### src/hdl/bbr_pkg.sv
// Shared definitions for the 5x5 RGB box blur: sizes, payload structs,
// controller states, register indexes and the reciprocal table for the mean.
// Depends on nothing; every other file imports it.
package bbr_pkg;

    localparam int KERNEL_SIZE  = 5;
    localparam int HALF_K       = KERNEL_SIZE / 2;
    localparam int STORE_ROWS   = KERNEL_SIZE - 1;
    localparam int MAX_WIDTH    = 1024;
    localparam int MAX_HEIGHT   = 4096;

    localparam int CHAN_W       = 8;
    localparam int COL_SUM_W    = 11;
    localparam int WIN_SUM_W    = 13;
    localparam int ROW_CNT_W    = 3;
    localparam int COUNT_W      = 5;
    localparam int XPOS_W       = 10;
    localparam int YPOS_W       = 12;
    localparam int STREAM_Y_W   = 13;
    localparam int LAG_W        = 12;
    localparam int ROW_CMP_W    = 14;
    localparam int COL_CMP_W    = 12;

    localparam int WIDTH_REG_W  = 11;
    localparam int HEIGHT_REG_W = 13;
    localparam int CFG_DATA_W   = 13;
    localparam int CFG_INDEX_W  = 1;

    localparam int RECIP_SHIFT  = 18;
    localparam int RECIP_W      = 19;
    localparam int PROD_W       = 32;

    localparam logic [WIDTH_REG_W-1:0]  WIDTH_RESET  = 11'd640;
    localparam logic [HEIGHT_REG_W-1:0] HEIGHT_RESET = 13'd480;

    localparam logic [CFG_INDEX_W-1:0] REG_IMAGE_WIDTH  = 1'b0;
    localparam logic [CFG_INDEX_W-1:0] REG_IMAGE_HEIGHT = 1'b1;

    localparam logic OP_PIXEL = 1'b0;
    localparam logic OP_DRAIN = 1'b1;

    typedef struct packed {
        logic [CHAN_W-1:0] red;
        logic [CHAN_W-1:0] green;
        logic [CHAN_W-1:0] blue;
    } pixel_t;

    typedef pixel_t [STORE_ROWS-1:0] line_word_t;

    typedef struct packed {
        logic              operation;
        logic [CHAN_W-1:0] red_in;
        logic [CHAN_W-1:0] green_in;
        logic [CHAN_W-1:0] blue_in;
    } in_item_t;

    typedef struct packed {
        logic [CHAN_W-1:0] red_out;
        logic [CHAN_W-1:0] green_out;
        logic [CHAN_W-1:0] blue_out;
        logic              frame_end;
    } out_item_t;

    typedef struct packed {
        logic [COL_SUM_W-1:0] red;
        logic [COL_SUM_W-1:0] green;
        logic [COL_SUM_W-1:0] blue;
        logic [ROW_CNT_W-1:0] rows;
    } col_sum_t;

    typedef struct packed {
        logic [WIN_SUM_W-1:0] red;
        logic [WIN_SUM_W-1:0] green;
        logic [WIN_SUM_W-1:0] blue;
        logic [COUNT_W-1:0]   count;
    } win_sum_t;

    typedef enum logic [2:0] {
        ST_IDLE,
        ST_READ,
        ST_COLUMN,
        ST_SUM,
        ST_SCALE,
        ST_OUTPUT
    } bbr_state_t;

    // Rounded-up 2^18 / count; exact floor division for sums up to 25 * 255.
    function automatic logic [RECIP_W-1:0] recip_lookup(input logic [COUNT_W-1:0] count);
        logic [RECIP_W-1:0] r;
        unique case (count)
            5'd1:    r = 19'd262144;
            5'd2:    r = 19'd131072;
            5'd3:    r = 19'd87382;
            5'd4:    r = 19'd65536;
            5'd5:    r = 19'd52429;
            5'd6:    r = 19'd43691;
            5'd7:    r = 19'd37450;
            5'd8:    r = 19'd32768;
            5'd9:    r = 19'd29128;
            5'd10:   r = 19'd26215;
            5'd11:   r = 19'd23832;
            5'd12:   r = 19'd21846;
            5'd13:   r = 19'd20165;
            5'd14:   r = 19'd18725;
            5'd15:   r = 19'd17477;
            5'd16:   r = 19'd16384;
            5'd17:   r = 19'd15421;
            5'd18:   r = 19'd14564;
            5'd19:   r = 19'd13798;
            5'd20:   r = 19'd13108;
            5'd21:   r = 19'd12484;
            5'd22:   r = 19'd11916;
            5'd23:   r = 19'd11398;
            5'd24:   r = 19'd10923;
            5'd25:   r = 19'd10486;
            default: r = 19'd262144;
        endcase
        return r;
    endfunction

endpackage

### src/hdl/bbr_divide.sv
// Mean stage of the box blur: multiplies each channel sum by the reciprocal
// of the neighbour count and keeps the integer part of the quotient.
// Depends on bbr_pkg.
module bbr_divide (
    input  logic              aclk,
    input  logic              mul_en,
    input  bbr_pkg::win_sum_t win_in,
    output bbr_pkg::pixel_t   quot
);
    import bbr_pkg::*;

    logic [PROD_W-1:0]  prod_r_reg;
    logic [PROD_W-1:0]  prod_g_reg;
    logic [PROD_W-1:0]  prod_b_reg;
    logic [RECIP_W-1:0] recip;

    assign recip = recip_lookup(win_in.count);

    always_ff @(posedge aclk) begin
        if (mul_en) begin
            prod_r_reg <= PROD_W'(win_in.red)   * PROD_W'(recip);
            prod_g_reg <= PROD_W'(win_in.green) * PROD_W'(recip);
            prod_b_reg <= PROD_W'(win_in.blue)  * PROD_W'(recip);
        end
    end

    assign quot.red   = prod_r_reg[RECIP_SHIFT +: CHAN_W];
    assign quot.green = prod_g_reg[RECIP_SHIFT +: CHAN_W];
    assign quot.blue  = prod_b_reg[RECIP_SHIFT +: CHAN_W];

endmodule

### config.mk
export PLATFORM = sky130hd
export DESIGN_NAME = bbr_divide
export DESIGN_NICKNAME = d
export VERILOG_FILES = /design/src/hdl/bbr_pkg.sv /design/src/hdl/bbr_divide.sv
export SDC_FILE = /design/constraint.sdc
export NUM_CORES = 1
export LEC_CHECK = 0
export ABC_CLOCK_PERIOD_IN_PS = 6600
export BUFFER_PORTS_ARGS = -buffer_cell sky130_fd_sc_hd__buf_4
export CORE_MARGIN = 1.5
export CORE_UTILIZATION = 40
export DETAILED_ROUTE_END_ITERATION = 8
export PLACE_DENSITY = 0.67
export SYNTH_ARGS = -nofsm -noshare
export SYNTH_HDL_FRONTEND = slang
export SYNTH_SLANG_ARGS = --single-unit
### constraint.sdc
create_clock -name aclk -period 6.6 [get_ports aclk]
set_input_delay 0.33 -clock aclk [delete_from_list [all_inputs] [get_ports aclk]]
set_output_delay 0.33 -clock aclk [all_outputs]
set_load 0.03 [all_outputs]
# Word level (Yosys, flattened, before mapping)
# Memories as Yosys holds them, arrays and structs flattened.
# Index checks and enable logic that the tools add are counted.
# classes
mul,3
# op_table
cell,n
$mul A13 B19 Y26,3
# word_totals
ff_bits,78
rom_bits,608
out_inout_bits,24
elab_cells,7
n_memories,1
# mem_list
memory,depth,width,read_ports,rd_clocked_by_memory_dff,write_ports,line,source
(name not given),32,19,1,0,0,bbr_pkg.sv:90,unique case (count)

# Logic depth before layout (Yosys ltp)
# Gate-level depths: netlist of the first run.
# An unclocked memory read counts as a cell.
# depth
word_depth,2
depth_mapped,29
ltp_nobuf,26

# Worst setup path before layout of the first run
# Ideal clock, no wire load.
# synth_path
path_kind,input to register
from,input port win_in[3] (netlist name)
to,"register prod_r_reg[21], data pin"
arrival_ns,6.146
required_time_ns,6.339
setup_slack_ns,0.193
cell_stages,26
path_buffers,5
cell_sequence,buf_6 buf_2 buf_2 buf_2 xnor2_1 o21ai_0 nand2_1 o21ai_0 clkbuf_1 and2_1 fa_1 inv_1 fa_1 inv_1 fa_1 inv_1 fa_1 fa_1 inv_1 ha_1 a21o_1 a21o_1 a221o_1 a311oi_1 a31oi_1 o311a_1
# synth_via
elab_chain_cells,2
# synth_lines
element,line,source
start: declaration,bbr_divide.sv:7,"input bbr_pkg::win_sum_t win_in,"
$mem_v2 Z32 W19,-,
$mul A13 B19 Y26,bbr_divide.sv:21,prod_r_reg <= PROD_W'(win_in.red) * PROD_W'(recip);
end signal: assignment,bbr_divide.sv:21,
end: declaration,bbr_divide.sv:12,logic [PROD_W-1:0] prod_r_reg;
# No other way between the ends.
# A chain may end at the register's enable or synchronous reset.

# Final worst setup path of the first run
# layout_path
from,input port win_in[3] (netlist name)
to,"register prod_g_reg[24], data pin"
# layout_via
elab_chain_cells,2
# layout_lines
element,line,source
$mem_v2 Z32 W19,-,
$mul A13 B19 Y26,bbr_divide.sv:22,prod_g_reg <= PROD_W'(win_in.green) * PROD_W'(recip);
end signal: assignment,bbr_divide.sv:22,
end: declaration,bbr_divide.sv:13,logic [PROD_W-1:0] prod_g_reg;
# No other way between the ends.

==> results.ini, run 1 <==
[worst_setup_path]
path_delay_family=adder cells
crit_arrival_ns=6.35
crit_buf_inv=6
critPathRequiredTime_ns=6.64
path_max_fanout=22
crit_path_cell_trace=buf_4 -> buf_4 -> inv_1 -> o31ai_1 -> o21ai_4 -> buf_4 -> and2_1 -> fa_1 -> fa_1 -> fa_1 -> fa_1 -> inv_1 -> fa_1 -> inv_1 -> ha_1 -> and4_1 -> nand4_1 -> o41a_4 -> o41ai_1 -> nand3b_1
cpMostUsedCell=fa_1
max_stage_delay_ns=0.54
cp-end-kind=flip-flop
cp_slowest_cell=fa_1
start_kind=primary input
crit_type=primary input to flip-flop

[cts]
root_buffer=clkbuf_16
cts_sinks=24
cts-htree-levels=1
clockBufferDepth=2
numCtsBuffers=3
tritoncts=done
clk_pin_slew_ns=0.08

[power]
internal-power_mw=4.01
p_total_mw=8.68
switching_share_pct=53.8
power.density_nw_per_um2=365
p_seq_share_pct=5.3
p_leak_nw=12.1
vdd_ir_drop_max_mv=0.427
power_frac_clock_pct=2.3
switchingPower_mw=4.67
comb_power_share_pct=92.3

[final_layout]
finish.net_count=3272
antenna_cells=0
final_cell_area_um2=23800
layout_commonest_cell=inv_1
n_fill_cell=5231
final_cell_mix=inv_1 (657), fa_1 (519), nand2_1 (390), and2_1 (309), ha_1 (156)
synthToLayoutAreaGrowth_pct=9.41
drive_gt1_share_pct=7.96

[routing]
first_iter_violations=888
drt-total-wl_um=52800
drtAntennaViolNets=0
via_per_inst=5.03
wl_per_cell_um=16.3
vias=16300
drc=0
dr.pass1.iters=6

[floorplanning]
io_pins=70
die_x_um=236
rows=85
fp.dieH_um=236
initial_utilization_pct=40.4
core_um2=53800
die_area_um2=55800

[global_route]
track_usage_pct=20.0
first_global_vias=18200
overflow=0
grt_max_degree=35
grt_pass1_wl_um=90300
antenna_found_initial=0

[yosys]
synthTopCellsByArea=fa_1 (48%), inv_1 (11%), ha_1 (9.0%), and2_1 (8.9%), nand2_1 (6.7%)
yosys_register_bits=24
syn-num-nets=3243
synth-edff-count=24
avgSynthCellArea_um2=8.63
synth_top_area_share_pct=47.8
syn_inst=2522
yosys_warnings=0
synth_seq_area_share_pct=3.31
async_flop_share_pct=0
synth-main-ff-cell=edfxtp_1
syn_area_um2=21800
synth_top_area_cell=fa_1
synth_cell_types=64

[timing]
setup-tns-final_ns=0
slew_headroom_pct=59.3
whs_ns=0.501
slew_viol_final=0
finalCritPeriodShare_pct=95.6
max_freq_ghz=0.159
rsz0062_at_grt=no
fin_crit_ns=6.31
tightest_slew_ns=0.611
hold_viol=0
setup-violations-final=0

[placement]
place.gp.congestion=0.903
io_buffers=69
dpl_cell_area_um2=23600
dp_hpwl_um=43500

[min_path]
min_to=prod_b_reg[25]$_DFFE_PP_
hold_class=primary input to flip-flop
min_from=mul_en
holdPathStages=1

[flow_run]
max_cap_violations=0

[run_status]
status=completed

## worst max path at each step
stage	from	depth (start not counted)	endpoint	slack, ns
3_5_place_dp	win_in[0]	26	prod_r_reg[22]$_DFFE_PP_	-0.18
2_1_floorplan	win_in[3]	26	prod_r_reg[21]$_DFFE_PP_	0.19
5_1_grt	win_in[0]	27	prod_r_reg[24]$_DFFE_PP_	0.001
4_1_cts	win_in[0]	26	prod_r_reg[22]$_DFFE_PP_	0.15
3_3_place_gp	win_in[0]	26	prod_r_reg[22]$_DFFE_PP_	-0.08
6_report	win_in[3]	20	prod_g_reg[24]$_DFFE_PP_	0.29
## power groups by stage
stage               logic [mW]  registers (mW)  clock network, mW
global placement          7.73           0.470                  0
finish                    8.02           0.462              0.203
global route              9.28           0.472              0.209
detailed placement        7.94           0.465                  0
floorplan                 5.74           0.627                  0
CTS                       8.02           0.465              0.210
## synth_stat cells, types with 3 or more instances
| master | instances |
|---|---|
| a211oi_1 | 7 |
| a21o_1 | 29 |
| a21oi_1 | 43 |
| a22oi_1 | 5 |
| a311oi_1 | 4 |
| a31oi_1 | 8 |
| and2_1 | 309 |
| and3_1 | 22 |
| and4_1 | 4 |
| buf_1 | 14 |
| buf_2 | 11 |
| buf_6 | 3 |
| clkbuf_1 | 113 |
| edfxtp_1 | 24 |
| fa_1 | 519 |
| ha_1 | 156 |
| inv_1 | 657 |
| mux2i_1 | 6 |
| nand2_1 | 390 |
| nand3_1 | 11 |
| nand4_1 | 11 |
| nor2_1 | 29 |
| nor2b_1 | 8 |
| nor3_1 | 5 |
| o211ai_1 | 4 |
| o21a_1 | 5 |
| o21ai_0 | 21 |
| o21bai_1 | 6 |
| o31ai_1 | 3 |
| xnor2_1 | 47 |
| xor2_1 | 6 |
## logic make-up (layout without fill, tap and decap cells)
family / after synthesis / count (layout) / synth area share, %
AND/OR/NAND/NOR: 803 / 803 / 18.3
buffers and inverters: 800 / 828 / 14.0
adder cells (fa/ha/maj): 675 / 675 / 56.7
AO/OA/AOI/OAI: 160 / 160 / 5.19
XOR/XNOR: 53 / 53 / 2.13
flip-flops: 24 / 24 / 3.31
multiplexers: 7 / 7 / 0.328
## layout make-up
cell class                      instances  area (um2)  share of cell area (%)
Clock inverter                          1        30.0                   0.126
Sequential cell                        24         721                    3.03
Clock buffer                            3        75.1                   0.315
Multi-Input combinational cell       1698       18200                    76.4
Timing Repair Buffer                  166        1450                    6.09
Inverter                              658        2470                    10.4
Tap cell                              696         871                    3.66
## metal layers
layer,GRT usage [%],wire [um],vias up
li1,-,-,7350
met1,27.1,22900,8441
met2,33.9,25900,469
met3,2.15,2800,80
met4,5.73,1290,0
met5,0,0,-
## per-stage QoR
step                setup slack (ns)  cells  utilization, %
global route                 0.00133   3246            44.2
global placement             -0.0839   3241            43.9
floorplan                      0.193   2522               -
CTS                            0.146   3245            44.1
finish                         0.293   3246            44.2
detailed placement            -0.176   3241            43.9
## repair_timing
item,CTS,global route
resized for setup,0,16
buffers inserted,0,1
endpoints found under the setup margin,0,21
hold buffers,0,0
Note: power is estimated with default switching activity, not from simulation.
==> run 2, diff against run 1 <==
--- a/config.mk
+++ b/config.mk
@@ -9,7 +9,9 @@
 export BUFFER_PORTS_ARGS = -buffer_cell sky130_fd_sc_hd__buf_4
 export CORE_MARGIN = 1.5
 export CORE_UTILIZATION = 40
+export CTS_BUF_LIST = sky130_fd_sc_hd__clkbuf_2
 export DETAILED_ROUTE_END_ITERATION = 8
+export GPL_TIMING_DRIVEN = 0
 export PLACE_DENSITY = 0.67
 export SYNTH_ARGS = -nofsm -noshare
 export SYNTH_HDL_FRONTEND = slang
==> run 2 against run 1 <==
- combinational power rose by 0.6%
- final cell count rose by 1.4%
- setup slack got worse by 0.11 ns
- cell area fell by 0.43%
- clock power fell by 39%
- first-iteration DRC count rose by 72%
- critical path depth rose by 4
- sequential power fell by 1%
- non-clock buffer count rose by 42
==> results.ini, run 2 (synthesized netlist as in run 1, its figures left out) <==
[global_route]
use_met1_pct=30.8
met3_usage_pct=4.45
track_usage_pct=22.4
grt_pass1_wl_um=95200
overflow=0
first_global_vias=17000
top_usage_layer=met2
antenna_found_initial=6
grtUsageMet2_pct=36.0
grt_max_degree=25

[timing]
tightest_slew_ns=0.908
slew_viol_final=0
max_freq_ghz=0.156
hold_viol=0
finalCritPeriodShare_pct=97.1
setup-violations-final=0
fin_crit_ns=6.41
whs_ns=0.243
slew_headroom_pct=39.5

[worst_setup_path]
startpoint=win_in[0]
crit_arrival_ns=6.72
cp_slowest_cell=fa_1
path_max_fanout=10
start_kind=primary input
cpMostUsedCell=fa_1
crit_path_cell_trace=buf_4 -> inv_1 -> ha_2 -> a21oi_1 -> a32oi_4 -> buf_12 -> buf_2 -> clkbuf_2 -> and2_1 -> fa_1 -> ha_1 -> fa_1 -> inv_1 -> fa_1 -> fa_1 -> inv_1 -> ha_1 -> a21o_1 -> a21o_1 -> a221o_1 -> a311oi_4 -> buf_12 -> a31oi_4 -> o311a_1
crit_type=primary input to flip-flop
cp-end-kind=flip-flop
max_stage_delay_ns=0.49
path_delay_family=adder cells
critPathRequiredTime_ns=6.91
crit_buf_inv=8

[final_layout]
n_fill_cell=5340
layout_commonest_cell=inv_1
final_cells=3290
fin_util_pct=44.0
drive_gt1_share_pct=7.45
synthToLayoutAreaGrowth_pct=8.94
finish.net_count=3314
final_cell_mix=inv_1 (656), fa_1 (519), nand2_1 (389), and2_1 (309), ha_1 (151)

[power]
p_leak_nw=12.0
p_total_mw=8.65
power.density_nw_per_um2=365
vdd_ir_drop_max_mv=0.647

[floorplanning]
fp.dieH_um=236
core_um2=53800
rows=85
die_x_um=236
initial_utilization_pct=40.4
die_area_um2=55800
io_pins=70

[placement]
placed_cells=3270
io_buffers=52
place.gp.congestion=0.943
dp_hpwl_um=49600

[cts]
root_buffer=clkbuf_2
cts-htree-levels=1
clk_pin_slew_ns=0.33
clockBufferDepth=2
numCtsBuffers=3
tritoncts=done
cts_sinks=24

[routing]
drc=0
via_per_inst=5.09
dr.pass1.iters=5
vias=16700
first_iter_violations=1529
wl_per_cell_um=18.3
drt-total-wl_um=60100
drtAntennaViolNets=0

[min_path]
min_from=mul_en
hold_class=primary input to flip-flop
holdPathStages=1
min_to=prod_b_reg[25]$_DFFE_PP_

[flow_run]
max_cap_violations=0

[run_status]
status=completed

-- run 2: cell count changes in the layout (fill, tap and decap cells not counted), moves of 12 or more --
cell / change
buf_1: +12
buf_12: -14
buf_4: -67
buf_6: +15
clkbuf_1: +52
clkbuf_2: +30
-- run 2: worst max-delay path by stage --
stage	cells after the start	endpoint
after floorplan	26	prod_r_reg[21]$_DFFE_PP_
after global placement	26	prod_r_reg[22]$_DFFE_PP_
after detailed placement	26	prod_r_reg[22]$_DFFE_PP_
after CTS	28	prod_r_reg[22]$_DFFE_PP_
after global routing	28	prod_r_reg[25]$_DFFE_PP_
final	24	prod_r_reg[21]$_DFFE_PP_
-- run 2: layer usage --
metal,up-vias,routed length [um]
li1,7460,-
met4,0,1610
met3,102,6040
met1,8448,24500
met5,-,0
met2,724,27900
-- run 2: cell type report --
type / instances / area (um2) / area share (%)
Antenna cell: 2 / 5.00 / 0.0211
Buffer: 136 / 756 / 3.19
Clock buffer: 3 / 15.0 / 0.0633
Clock inverter: 1 / 30.0 / 0.127
Inverter: 658 / 2470 / 10.4
Multi-Input combinational cell: 1698 / 18300 / 77.1
Sequential cell: 24 / 721 / 3.04
Tap cell: 696 / 871 / 3.67
Timing Repair Buffer: 72 / 566 / 2.39
-- run 2: power breakdown --
group	total, mW	leakage, nW	internal [mW]	switching, mW
sequential	0.457	0.234	0.436	0.0214
combinational	8.07	11.7	3.38	4.69
clock	0.123	0.0266	0.0519	0.0710
-- run 2: through the flow --
step	setup TNS, ns	setup WS (ns)	instance area (um2)
after global routing	-0.0996	-0.0334	23700
after CTS	-0.0412	-0.0412	23200
after detailed placement	-36.61	-2.28	23000
final	0	0.188	23700
after global placement	-36.53	-2.25	23000
after floorplan	0	0.193	21800
-- run 2: repair_timing --
item,CTS,global route
gates cloned,0,0
hold buffers,0,0
endpoints found under the setup margin,24,22
gates resized for setup,60,165
pin swaps,1,7
buffers inserted,2,18
