[src/hdl/bbr_pkg.sv]
// Shared definitions for the 5x5 RGB box blur: sizes, payload structs,
// controller states, register indexes and the reciprocal table for the mean.
// Depends on nothing; every other file imports it.
package bbr_pkg;

    localparam int KERNEL_SIZE  = 5;
    localparam int HALF_K       = KERNEL_SIZE / 2;
    localparam int STORE_ROWS   = KERNEL_SIZE - 1;
    localparam int MAX_WIDTH    = 1024;
    localparam int MAX_HEIGHT   = 4096;

    localparam int CHAN_W       = 8;
    localparam int COL_SUM_W    = 11;
    localparam int WIN_SUM_W    = 13;
    localparam int ROW_CNT_W    = 3;
    localparam int COUNT_W      = 5;
    localparam int XPOS_W       = 10;
    localparam int YPOS_W       = 12;
    localparam int STREAM_Y_W   = 13;
    localparam int LAG_W        = 12;
    localparam int ROW_CMP_W    = 14;
    localparam int COL_CMP_W    = 12;

    localparam int WIDTH_REG_W  = 11;
    localparam int HEIGHT_REG_W = 13;
    localparam int CFG_DATA_W   = 13;
    localparam int CFG_INDEX_W  = 1;

    localparam int RECIP_SHIFT  = 18;
    localparam int RECIP_W      = 19;
    localparam int PROD_W       = 32;

    localparam logic [WIDTH_REG_W-1:0]  WIDTH_RESET  = 11'd640;
    localparam logic [HEIGHT_REG_W-1:0] HEIGHT_RESET = 13'd480;

    localparam logic [CFG_INDEX_W-1:0] REG_IMAGE_WIDTH  = 1'b0;
    localparam logic [CFG_INDEX_W-1:0] REG_IMAGE_HEIGHT = 1'b1;

    localparam logic OP_PIXEL = 1'b0;
    localparam logic OP_DRAIN = 1'b1;

    typedef struct packed {
        logic [CHAN_W-1:0] red;
        logic [CHAN_W-1:0] green;
        logic [CHAN_W-1:0] blue;
    } pixel_t;

    typedef pixel_t [STORE_ROWS-1:0] line_word_t;

    typedef struct packed {
        logic              operation;
        logic [CHAN_W-1:0] red_in;
        logic [CHAN_W-1:0] green_in;
        logic [CHAN_W-1:0] blue_in;
    } in_item_t;

    typedef struct packed {
        logic [CHAN_W-1:0] red_out;
        logic [CHAN_W-1:0] green_out;
        logic [CHAN_W-1:0] blue_out;
        logic              frame_end;
    } out_item_t;

    typedef struct packed {
        logic [COL_SUM_W-1:0] red;
        logic [COL_SUM_W-1:0] green;
        logic [COL_SUM_W-1:0] blue;
        logic [ROW_CNT_W-1:0] rows;
    } col_sum_t;

    typedef struct packed {
        logic [WIN_SUM_W-1:0] red;
        logic [WIN_SUM_W-1:0] green;
        logic [WIN_SUM_W-1:0] blue;
        logic [COUNT_W-1:0]   count;
    } win_sum_t;

    typedef enum logic [2:0] {
        ST_IDLE,
        ST_READ,
        ST_COLUMN,
        ST_SUM,
        ST_SCALE,
        ST_OUTPUT
    } bbr_state_t;

    // Rounded-up 2^18 / count; exact floor division for sums up to 25 * 255.
    function automatic logic [RECIP_W-1:0] recip_lookup(input logic [COUNT_W-1:0] count);
        logic [RECIP_W-1:0] r;
        unique case (count)
            5'd1:    r = 19'd262144;
            5'd2:    r = 19'd131072;
            5'd3:    r = 19'd87382;
            5'd4:    r = 19'd65536;
            5'd5:    r = 19'd52429;
            5'd6:    r = 19'd43691;
            5'd7:    r = 19'd37450;
            5'd8:    r = 19'd32768;
            5'd9:    r = 19'd29128;
            5'd10:   r = 19'd26215;
            5'd11:   r = 19'd23832;
            5'd12:   r = 19'd21846;
            5'd13:   r = 19'd20165;
            5'd14:   r = 19'd18725;
            5'd15:   r = 19'd17477;
            5'd16:   r = 19'd16384;
            5'd17:   r = 19'd15421;
            5'd18:   r = 19'd14564;
            5'd19:   r = 19'd13798;
            5'd20:   r = 19'd13108;
            5'd21:   r = 19'd12484;
            5'd22:   r = 19'd11916;
            5'd23:   r = 19'd11398;
            5'd24:   r = 19'd10923;
            5'd25:   r = 19'd10486;
            default: r = 19'd262144;
        endcase
        return r;
    endfunction

endpackage

[src/hdl/bbr_window.sv]
// Window of the box blur: shift register of five column sums and the masked
// sum over the columns that lie inside the frame around the output pixel.
// Depends on bbr_pkg.
module bbr_window (
    input  logic                            aclk,
    input  logic                            push_en,
    input  bbr_pkg::col_sum_t               col_in,
    input  logic                            sum_en,
    input  logic [bbr_pkg::XPOS_W-1:0]      ox,
    input  logic [bbr_pkg::WIDTH_REG_W-1:0] width,
    output bbr_pkg::win_sum_t               win_out
);
    import bbr_pkg::*;

    col_sum_t               slot_reg [KERNEL_SIZE];
    win_sum_t               win_reg;
    win_sum_t               win_next;
    logic [KERNEL_SIZE-1:0] slot_ok;
    logic [COL_CMP_W-1:0]   ox_ext;

    always_ff @(posedge aclk) begin
        if (push_en) begin
            slot_reg[0] <= col_in;
            for (int k = 1; k < KERNEL_SIZE; k++) begin
                slot_reg[k] <= slot_reg[k-1];
            end
        end
        if (sum_en) begin
            win_reg <= win_next;
        end
    end

    // Slot k was pushed k positions ago and holds column ox + HALF_K - k.
    assign ox_ext = COL_CMP_W'(ox) + COL_CMP_W'(HALF_K);

    always_comb begin
        for (int k = 0; k < KERNEL_SIZE; k++) begin
            slot_ok[k] = (ox_ext >= COL_CMP_W'(k)) &&
                         (ox_ext < COL_CMP_W'(width) + COL_CMP_W'(k));
        end
    end

    always_comb begin
        win_next = '0;
        for (int k = 0; k < KERNEL_SIZE; k++) begin
            if (slot_ok[k]) begin
                win_next.red   = win_next.red   + WIN_SUM_W'(slot_reg[k].red);
                win_next.green = win_next.green + WIN_SUM_W'(slot_reg[k].green);
                win_next.blue  = win_next.blue  + WIN_SUM_W'(slot_reg[k].blue);
                win_next.count = win_next.count + COUNT_W'(slot_reg[k].rows);
            end
        end
    end

    assign win_out = win_reg;

endmodule

[config.mk]
export PLATFORM = sky130hd
export DESIGN_NAME = bbr_window
export DESIGN_NICKNAME = d
export VERILOG_FILES = /design/src/hdl/bbr_pkg.sv /design/src/hdl/bbr_window.sv
export SDC_FILE = /design/constraint.sdc
export NUM_CORES = 1
export LEC_CHECK = 0
export BUFFER_PORTS_ARGS = -buffer_cell sky130_fd_sc_hd__buf_2
export CAP_MARGIN = 20
export CELL_PAD_IN_SITES_DETAIL_PLACEMENT = 1
export CELL_PAD_IN_SITES_GLOBAL_PLACEMENT = 2
export CORE_UTILIZATION = 35
export DETAILED_ROUTE_END_ITERATION = 6
export PLACE_DENSITY_LB_ADDON = 0.15
export SLEW_MARGIN = 20
export SYNTH_ARGS = -nofsm -noshare
export SYNTH_HDL_FRONTEND = slang
export SYNTH_SLANG_ARGS = --single-unit
[constraint.sdc]
create_clock -name aclk -period 25.3 [get_ports aclk]
set_clock_uncertainty 0.05 [all_clocks]
set_input_delay 2.53 -clock aclk [delete_from_list [all_inputs] [get_ports aclk]]
set_output_delay 2.53 -clock aclk [all_outputs]
set_load 0.005 [all_outputs]
After elaboration in Yosys (flattened, before gate mapping)
Memories as Yosys holds them, arrays and structs flattened.
Cells that the tools add are included.
{ "classes": {"add_sub_neg": 21, "order_cmp": 10, "mux": 7, "n_reduce_logical": 5} }
{ "ops": {"columns": ["cell", "count"], "rows": [
  ["44-bit two-way mux", 4],
  ["13-bit by 11-bit adder with 13-bit output", 12],
  ["11-bit by 12-bit < comparator with 1-bit output", 4],
  ["42-bit two-way mux", 1],
  ["11-bit by 2-bit adder with 12-bit output (second input constant)", 2],
  ["11-bit by 1-bit greater-or-equal comparator with 1-bit output (second input constant)", 2],
  ["11-bit by 2-bit greater-or-equal comparator with 1-bit output (second input constant)", 2],
  ["5-bit by 3-bit adder with 5-bit output", 4],
  ["11-bit by 1-bit adder with 12-bit output (second input constant)", 1],
  ["11-bit by 3-bit adder with 12-bit output (second input constant)", 1],
  ["10-bit by 2-bit adder with 11-bit output (second input constant)", 1],
  ["11-bit by 3-bit greater-or-equal comparator with 1-bit output (second input constant)", 1],
  ["11-bit < comparator", 1],
  ["1-bit logical AND", 5],
  ["1-bit two-way mux", 2]
]} }
{ "totals": {"ff_bits": 44, "ramBits": 180, "elab_cells": 48, "n_memories": 1} }
{ "mem_list": {"columns": ["name", "depth", "word_bits", "read_ports", "rd_clocked_by_memory_dff", "write_ports", "line", "source"], "rows": [
  ["slot_reg", 5, 36, 5, 0, 5, "bbr_window.sv:15", "col_sum_t slot_reg [KERNEL_SIZE];"]
]} }

Longest topological paths before layout
Gate-level depths: netlist (run 1).
{ "logic_depth": {"ltp_word": 12, "depth_mapped": 45, "ltp_nobuf": 42} }

Worst setup path after synthesis (run 1)
OpenSTA, ideal clock, no wires.
{ "synth_timing": {"kind": "input -> register", "startpoint": "input port ox[1] in the netlist's numbering", "endpoint": "register win_reg, in the netlist win_out[30], data pin", "arrival_ns": 10.323, "t_required_ns": 24.990, "setup_slack_ns": 14.667, "path_stages": 40, "path_buffers": 3, "path_cell_list": "ha_1 buf_6 nand3_1 xnor2_1 ha_1 a21o_1 a2111oi_0 o21a_1 o21a_1 clkbuf_1 clkbuf_1 and2_1 ha_1 a21o_1 a21oi_1 o21bai_1 a2111oi_0 o21ai_0 (+4 left out) a2111oi_0 nor2_1 xor2_1 nor2_1 nor2_1 ha_1 a21oi_1 o21ai_0 xor2_1 mux2_2 ha_1 inv_1 o22ai_1 a211oi_1 nand2b_1 nor2b_1 mux2i_1 xnor2_1"} }
{ "synth_rtl": {"columns": ["item", "line", "source"], "rows": [
  ["from (decl)", "bbr_window.sv:9", "input logic [bbr_pkg::XPOS_W-1:0] ox,"],
  ["to (signal assigned)", "bbr_window.sv:29", "win_reg <= win_next;"],
  ["to (decl)", "bbr_window.sv:16", "win_sum_t win_reg;"]
]} }

==> key figures, run 1 <==
Yosys
  • Post-synth ARST share: 0
  • Synth Area in XOR/XNOR: 0.0727
  • Simple-gate share of the synthesized area: 0.134
  • Sequential fraction of the synthesis area: 0.385
  • Post-Syn Area: about 17000 um2
  • Largest family of logic cells by synthesized area: compound AO/OA/AOI/OAI gates
  • Flops & latches, synth: 224
  • Gate Count Post-Synth: around 1700
  • Synth top area share: 0.385
  • Most frequent cell after synthesis: edfxtp_1
  • Post-synth EDFFs: about 220
  • Main flop type after synthesis: edfxtp_1
  • Unique masters post-synth: ~80
  • Synth Area in Compound Gates: 0.179
  • Ys Warns: 0
  • Adder-Cell Fraction of Synth Area: 0.168
  • Avg Cell Area, Syn: around 10 um2
  • Largest cells by area after synthesis: edfxtp_1 (38%), ha_1 (15%), xnor2_1 (5.9%)
  • Yosys top cell by area: edfxtp_1
  • Top post-synthesis cells by count: edfxtp_1 (224), ha_1 (209), nor2_1 (149)
  • Syn_nets: 1996
  • Post-synthesis mux area share: 0.0281

Status
  • Status: finished clean

STA
  • Fin. max-slew vios: 0
  • Worst-Margin Slew: between 0.9 and 1 ns
  • Max_slew headroom: 0.337
  • RSZ-0062 raised after global routing: no
  • Setup tns final: 0 ns
  • Final setup viols: 0
  • Minimum clock period: approximately 12 ns
  • Fin. Hold Viols: 0
  • Max Freq: between 80 and 90 MHz
  • Fin crit share: 0.493
  • Hold slack final: approximately 0.4 ns

Clock network
  • Clk slew on worst S/H paths: ~0.060 ns
  • Root buffer cell: clkbuf_16
  • Hold Buf Count CTS: 0
  • Total setup buffers inserted after CTS: 0
  • TritonCTS clock tree: done
  • Clock latency on the worst-skew pair: 0.59 ns
  • Post_cts resized: 0
  • Total clock sinks: 224
  • CTS Buffer Depth: 3
  • CTS buffer count: 30
  • Htree depth: 1

GRT
  • Initial antenna violation count: 0
  • GRT Residual Overflow: 0
  • Vias in the first global route: about 14000
  • Tot GR Track Use: 0.195
  • First-pass GRT wire length: just under 80000 um
  • Largest net degree at the start of global routing: around 110

Drt
  • Post-DR wirelength/cell: between 15 and 20 um
  • Drt first pass iters: 5
  • Vias: 13300
  • Final antenna-violating net count: 0
  • Initial drt markers: roughly 600
  • DR DRC count: 0
  • Post-Route WL: 48800 um
  • Via/cell ratio: 5.34

Critical path
  • Slowest-stage cell, CP: o21a_1
  • CP endpoint kind: flop
  • Critical Path RT: about 26 ns
  • FF-to-FF Start: slot_reg[0][25]$_DFFE_PP_
  • CP Launch Point: ox[1]
  • Critical path peak fanout: 28
  • Biggest cell delay along the critical path: 0.73 ns
  • Worst Path Buf+Inv: 3
  • Crit-path leading delay family: compound AO/OA/AOI/OAI gates
  • Type of origin of the critical path: input pin
  • Worst EP arrival: ~13 ns
  • Critical path class: in2reg

Cells and area
  • Fill cells: between 5000 and 6000
  • Layout cells sized above 1: 0.130
  • P&R area growth vs syn: 12.7%
  • Max reg flops: 180
  • Nets: ~2100
  • Ant. Diodes: 0

Worst hold path
  • Min-delay src: slot_reg[1][35]$_DFFE_PP_
  • Hold Path Class: reg2reg

Floorplanning
  • Die height: between 200 and 250 um
  • Initial Util: 0.356
  • Ports: 104
  • Die width: about 230 um
  • Core area: 49100 um2
  • Die Area: around 51000 um2
  • Rows: between 80 and 90

Pwr
  • Leak: 8.08 nW
  • Peak VDD IR: about 55 uV
  • Total power divided by cell area: about 130 nW/um2

Place
  • Detail Placement HPWL: 36100 um
  • IO buf count: between 100 and 150
  • Gpl congestion: 0.833

Run
  • Max Cap Viol: 0
## report_power, final
part / internal [W] / switching, W / total, W
combinational: 0.000712 / 0.000859 / 0.00157
clock: 0.000267 / 0.000175 / 0.000442
sequential: 0.000520 / 0.0000252 / 0.000545
total: 0.00150 / 0.00106 / 0.00256
## metrics by stage
step           worst slack [ns]  total power, W   util  area (um2)  std cells
2_1_floorplan             14.67         0.00176      -       17500       1711
3_3_place_gp              12.66         0.00209  0.381       18700       2441
3_5_place_dp              12.28         0.00213  0.381       18700       2441
4_1_cts                   12.85         0.00259  0.402       19700       2496
5_1_grt                   12.16         0.00280  0.402       19700       2496
6_report                  12.82         0.00256  0.402       19700       2496
## cell families after synthesis
family | after synthesis
and+or+nand+nor | 494
adders and majority gates | 225
muxes | 44
xor gates and xnor gates | 145
AOI/OAI and AO/OA | 449
DFF | 224
buffers and inverters | 130
## worst paths after layout
path / cells after the start / end / slack, ns
setup reg to reg: 30 / win_out[43]$_DFFE_PP_ / 17.77
setup / recovery: 40 / win_out[43]$_DFFE_PP_ / 12.82
hold / removal: 0 / slot_reg[2][35]$_DFFE_PP_ / 0.41
hold reg to reg: 0 / slot_reg[2][35]$_DFFE_PP_ / 0.41
## routing by layer
metal / wire length (um) / global-route usage
met5: 0 / 0
met4: 1330 / 0.0560
met3: 1260 / 0.0214
met2: 22700 / 0.328
met1: 23600 / 0.264
## layout make-up
cell class / count / area (um2) / share of cell area
Clock buffer: 33 / 762 / 0.0387
Clock inverter: 22 / 250 / 0.0127
Inverter: 79 / 297 / 0.0151
Multi-Input combinational cell: 1357 / 10200 / 0.518
Sequential cell: 224 / 6730 / 0.341
Tap cell: 664 / 831 / 0.0422
Timing Repair Buffer: 117 / 629 / 0.0320
## worst reg2reg max path, delay by kind of cell (launching register included)
family | cells | cell delay, ns
AOI/OAI and AO/OA | 16 | 3.78
xor gates and xnor gates | 1 | 0.16
DFF | 1 | 0.44
and+or+nand+nor | 8 | 1.30
adders and majority gates | 5 | 1.53
## cells in the final DEF (no fill, tap or decap), types with 18 or more instances in the layout
master,n
nor3_1,29
a21o_1,51
nand3_1,34
inv_1,79
a21oi_1,93
o211ai_1,18
ha_1,209
o2111ai_1,25
buf_2,102
xnor2_1,117
a31oi_1,33
nand2_1,129
and2_1,47
mux2_2,36
a211oi_1,20
nor2b_1,22
o21a_1,25
edfxtp_1,224
o21ai_0,58
clkbuf_16,30
and3_1,18
xor2_1,28
nor2_1,149
Note: power is estimated with default switching activity, not from simulation.
==> inputs of run 2 (changes only) <==
clock period = 12.5 ns   (was 25.3 ns; I/O delays follow)
==> run 2 against run 1 <==
Worst hold slack lost 0.0024 ns. First-iteration DRC count shrank 11%. Combinational power grew 100%. Largest power group unchanged. Clock-buffer cell count shrank 1. Critical path depth grew 1. Via count is essentially flat.
==> key figures, run 2 (synthesis gave the netlist of run 1 again) <==
Floorplanning
  • Die width: 225 um (unchanged)
  • Die height: 225 um (unchanged)
  • Core area: 49100 um2 (unchanged)
  • Die Area: 50800 um2 (unchanged)
  • Initial Util: 0.356 (unchanged)
  • Ports: 104 (unchanged)
  • Rows: 81 (unchanged)

GRT
  • First-pass GRT wire length: 78200 um (+1.0%)
  • Initial antenna violation count: 1 (+1)
  • GRT Residual Overflow: 0 (unchanged)
  • Vias in the first global route: 14200 (+2.8%)
  • Largest net degree at the start of global routing: 70 (-35%)
  • Tot GR Track Use: 0.196 (+0.000534)

Critical path
  • Type of origin of the critical path: input pin
  • Slowest-stage cell, CP: a2111oi_0
  • Reg2Reg Setup Slack: 5.03 ns (-12.74 ns)
  • Worst EP arrival: 11.12 ns (-1.62 ns)
  • Critical path's most frequent cell: ha_1
  • Critical Path RT: 12.75 ns (-12.82 ns)
  • Critical path class: in2reg
  • Critical path peak fanout: 24 (-14%)
  • Biggest cell delay along the critical path: 0.76 ns (+0.03 ns)
  • CP endpoint kind: flop

Cells and area
  • Finished Layout Cells: 2503 (+0.28%)
  • Most frequent cells in the layout: edfxtp_1 (224), ha_1 (209), nor2_1 (149)
  • P&R area growth vs syn: 12.8% (about the same)
  • Nets: 2101 (+0.33%)
  • Max reg flops: 180 (unchanged)
  • Commonest non-fill, non-tap cell in the layout: edfxtp_1
  • FF+latch area: 6730 um2 (unchanged)
  • Fill cells: 5569 (-0.036%)
  • Multi-input gate area: 10200 um2 (about the same)
  • Layout cells sized above 1: 0.133 (+0.00229)

STA
  • Hold slack final: 0.407 ns (-0.00240 ns)
  • Minimum clock period: 10.87 ns
  • Fin. max-slew vios: 0 (unchanged)
  • Worst-Margin Slew: 0.989 ns (+0.00147 ns)
  • Final setup viols: 0 (unchanged)
  • Setup tns final: 0 ns (unchanged)
  • RSZ-0062 raised after global routing: no
  • Fin crit share: 0.869
  • Max_slew headroom: 0.323 (-0.0133)
  • Fin. Hold Viols: 0 (unchanged)
  • Max Freq: approximately 92 MHz

Pwr
  • Sequential share of power: 0.215 (+0.002)
  • Leak: 8.08 nW (about the same)
  • Switching portion of total power: 0.415 (+0.00137)
  • P_sw: 0.00213 W (+100%)
  • Clock Power Share: 0.166 (-0.007)
  • Internal power: 0.00300 W (+100%)
  • Logic gate share of total power: 0.619 (+0.005)
  • Peak VDD IR: 102 uV (+85%)
  • Total power divided by cell area: 260 nW/um2 (+100%)

Drt
  • Via/cell ratio: 5.33 (-0.26%)
  • Final antenna-violating net count: 0 (unchanged)
  • Post-Route WL: 48900 um (about the same)
  • Initial drt markers: 536 (-11%)
  • Vias: 13300 (+0.015%)
  • DR DRC count: 0 (unchanged)
  • Drt first pass iters: 4 (-1)
  • Post-DR wirelength/cell: 19.5 um (-0.27%)

Clock network
  • TritonCTS clock tree: done
  • Hold Buf Count CTS: 0 (unchanged)
  • Htree depth: 1 (unchanged)
  • CTS buffer count: 29 (-3.3%)
  • CTS Buffer Depth: 3 (unchanged)
  • Root buffer cell: clkbuf_16
  • Clock latency on the worst-skew pair: 0.58 ns (about the same)
  • Total clock sinks: 224 (unchanged)
  • Post_cts resized: 0 (unchanged)
  • Clk slew on worst S/H paths: 0.05 ns (about the same)
  • Total setup buffers inserted after CTS: 0 (unchanged)

Worst hold path
  • Hold Path Class: reg2reg

Place
  • Gpl congestion: 0.838 (+0.67%)
  • Detail Placement HPWL: 36900 um (+2.2%)
  • # placed instances: 2449 (+0.33%)
  • IO buf count: 103 (unchanged)

Run
  • Max Cap Viol: 0 (unchanged)

Status
  • Status: finished clean
[run 2: power by group through the flow]
stage	Sequential, W	Clock [W]	Combinational (W)
after CTS	0.00111	0.000884	0.00321
after floorplan	0.00111	0	0.00245
after global placement	0.00112	0	0.00312
after global routing	0.00112	0.000906	0.00359
after detailed placement	0.00112	0	0.00318
final	0.00110	0.000850	0.00318
[run 2: final timing paths]
kind / start / depth (start not counted) / to
setup / recovery: ox[1] / 41 / win_out[43]$_DFFE_PP_
hold / removal: slot_reg[2][3]$_DFFE_PP_ / 0 / slot_reg[3][3]$_DFFE_PP_
setup reg to reg: slot_reg[0][25]$_DFFE_PP_ / 30 / win_out[43]$_DFFE_PP_
hold reg to reg: slot_reg[2][3]$_DFFE_PP_ / 0 / slot_reg[3][3]$_DFFE_PP_
[run 2: final cells by class]
| cell class | instances | share of cell area |
|---|---|---|
| Clock inverter | 21 | 0.0112 |
| Clock buffer | 32 | 0.0374 |
| Sequential cell | 224 | 0.341 |
| Timing Repair Buffer | 125 | 0.0350 |
| Inverter | 79 | 0.0150 |
| Multi-Input combinational cell | 1357 | 0.518 |
| Antenna cell | 1 | 0.000127 |
| Tap cell | 664 | 0.0422 |
[run 2: critical path, delay by kind of cell]
| kind | cells | cell delay, ns |
|---|---|---|
| AO/OA/AOI/OAI | 19 | 4.36 |
| XOR/XNOR | 2 | 0.90 |
| adder cells (fa/ha/maj) | 7 | 2.23 |
| buffers and inverters | 3 | 0.72 |
| AND/OR/NAND/NOR | 10 | 1.64 |
[run 2: through the flow]
stage / power [W] / setup WS, ns / utilization / area [um2]
after floorplan: 0.00355 / 3.15 / - / 17500
after global placement: 0.00424 / 1.52 / 0.382 / 18700
after detailed placement: 0.00430 / 1.14 / 0.382 / 18700
after CTS: 0.00520 / 1.71 / 0.402 / 19700
after global routing: 0.00562 / 0.797 / 0.402 / 19700
final: 0.00513 / 1.63 / 0.402 / 19700
[run 2: routing by layer]
metal	up-vias	global-route usage	wire, um
met3	63	0.0219	1210
met1	6526	0.262	23500
met4	0	0.0503	1170
met2	139	0.335	22900
met5	-	0	0
li1	6611	-	-
==> inputs of run 3 (changes only) <==
CORE_ASPECT_RATIO = 0.7   (was default)
clock period = 12.64 ns   (was 12.5 ns; I/O delays follow)
==> run 3 against run 2 <==
Critical path depth down 2. Critical path type unchanged. Sequential power about the same. Routed wire length up 9.8%. Highest routed layer unchanged. Die area about the same. Via count up 1.1%.
==> key figures, run 3 (synthesis gave the netlist of run 1 again) <==
Status
  • Status: finished clean

GRT
  • Vias in the first global route: 13700 (-3.7%)
  • Largest net degree at the start of global routing: 74 (+5.7%)
  • First-pass GRT wire length: 82600 um (+5.6%)
  • Tot GR Track Use: 0.211 (+0.0153)
  • Initial antenna violation count: 0 (-1)
  • GRT Residual Overflow: 0 (unchanged)

Place
  • Detail Placement HPWL: 40900 um (+11%)
  • IO buf count: 103 (unchanged)
  • Gpl congestion: 0.836 (-0.31%)

Cells and area
  • Most frequent cells in the layout: edfxtp_1 (224), ha_1 (209), nor2_1 (149)
  • Commonest non-fill, non-tap cell in the layout: edfxtp_1
  • FF+latch area: 6730 um2 (unchanged)
  • Multi-input gate area: 10200 um2 (about the same)
  • Layout cells sized above 1: 0.128 (-0.00441)
  • Fill cells: 5494 (-1.3%)
  • Final core occ: 0.398 (-0.00329)
  • Nets: 2095 (-0.29%)
  • P&R area growth vs syn: 12.3%
  • Max reg flops: 180 (unchanged)

Pwr
  • Leak: 8.04 nW (-0.54%)
  • Total power divided by cell area: 268 nW/um2 (+2.7%)
  • Tot Pwr: 0.00525 W (+2.3%)
  • Peak VDD IR: 113 uV (+10%)

Floorplanning
  • Ports: 104 (unchanged)
  • Initial Util: 0.355 (-0.00152)
  • Rows: 68 (-16%)
  • Die Area: 50800 um2 (about the same)
  • Die height: 189 um (-16%)
  • Die width: 269 um (+19%)
  • Core area: 49300 um2 (+0.43%)

Drt
  • Post-DR wirelength/cell: 21.5 um (+10%)
  • DR DRC count: 0 (unchanged)
  • Drt first pass iters: 7 (+3)
  • Vias: 13500 (+1.1%)
  • Post-Route WL: 53600 um (+9.8%)
  • Via/cell ratio: 5.39 (+1.2%)
  • Final antenna-violating net count: 0 (unchanged)
  • Initial drt markers: 872 (+63%)

Clock network
  • Total clock sinks: 224 (unchanged)
  • Total setup buffers inserted after CTS: 0 (unchanged)
  • Root buffer cell: clkbuf_16
  • Hold Buf Count CTS: 0 (unchanged)
  • CTS buffer count: 28 (-3.4%)
  • Htree depth: 1 (unchanged)
  • Post_cts resized: 0 (unchanged)
  • TritonCTS clock tree: done
  • Clock latency on the worst-skew pair: 0.57 ns (about the same)
  • Clk slew on worst S/H paths: 0.06 ns (about the same)
  • CTS Buffer Depth: 3 (unchanged)

Critical path
  • CP endpoint kind: flop
  • Critical Path RT: 12.89 ns (+0.14 ns)
  • Critical path class: in2reg
  • Crit-path leading delay family: compound AO/OA/AOI/OAI gates
  • Slowest-stage cell, CP: a2111oi_0
  • Type of origin of the critical path: input pin
  • Worst Path Buf+Inv: 2 (-1)
  • Biggest cell delay along the critical path: 0.95 ns (+0.19 ns)
  • Worst EP arrival: 11.35 ns (+0.23 ns)
  • Critical path peak fanout: 21 (-13%)

STA
  • Final setup viols: 0 (unchanged)
  • Fin. max-slew vios: 0 (unchanged)
  • Max Freq: roughly 90 MHz
  • RSZ-0062 raised after global routing: no
  • Hold slack final: 0.410 ns (+0.00283 ns)
  • Max_slew headroom: 0.276 (-0.0474)
  • Minimum clock period: between 10 and 15 ns
  • Fin crit share: 0.878
  • Fin. Hold Viols: 0 (unchanged)
  • Setup tns final: 0 ns (unchanged)
  • Worst-Margin Slew: 1.06 ns (+0.0694 ns)

Worst hold path
  • Hold Path Class: reg2reg

Run
  • Max Cap Viol: 0 (unchanged)
==> run 3: cell count changes in the layout (fill, tap and decap cells not counted), moves of 2 or more <==
cell / previous run / this run
buf_4: 22 / 18
clkbuf_1: 3 / 7
clkinv_1: 7 / 3
clkinv_2: 2 / 4
clkinv_4: 2 / 0
diode_2: 1 / 3
==> run 3: final cells by class <==
class | instances | area share
Sequential cell | 224 | 0.343
Inverter | 79 | 0.0151
Clock buffer | 36 | 0.0383
Multi-Input combinational cell | 1357 | 0.520
Antenna cell | 3 | 0.000382
Clock inverter | 15 | 0.00816
Tap cell | 665 | 0.0424
Timing Repair Buffer | 120 | 0.0333
==> run 3: through the flow <==
step	instance area, um2	setup slack [ns]	instances
after floorplan	17500	3.27	1711
after global placement	18700	1.31	2445
after detailed placement	18700	1.09	2445
after CTS	19600	1.65	2496
after global routing	19600	0.752	2496
final	19600	1.54	2499
==> run 3: path summary, 6_finish.rpt <==
check	startpoint	to	slack (ns)	depth (start not counted)
hold / removal	slot_reg[3][5]$_DFFE_PP_	slot_reg[4][5]$_DFFE_PP_	0.41	0
hold reg to reg	slot_reg[3][5]$_DFFE_PP_	slot_reg[4][5]$_DFFE_PP_	0.41	0
setup reg to reg	slot_reg[0][25]$_DFFE_PP_	win_out[43]$_DFFE_PP_	4.73	31
setup / recovery	ox[1]	win_out[43]$_DFFE_PP_	1.54	39
==> run 3: metal layers <==
layer / track usage / part of all wire
met1: 0.344 / 0.57
met2: 0.294 / 0.39
met3: 0.0259 / 0.032
met4: 0.0332 / 0.015
met5: 0 / 0
==> run 3: where the power goes <==
| group | leakage, nW | internal [W] | switching (W) |
|---|---|---|---|
| sequential | 2.19 | 0.00104 | 0.0000557 |
| clock | 0.434 | 0.000480 | 0.000340 |
| combinational | 5.41 | 0.00143 | 0.00190 |
| total | 8.04 | 0.00295 | 0.00230 |
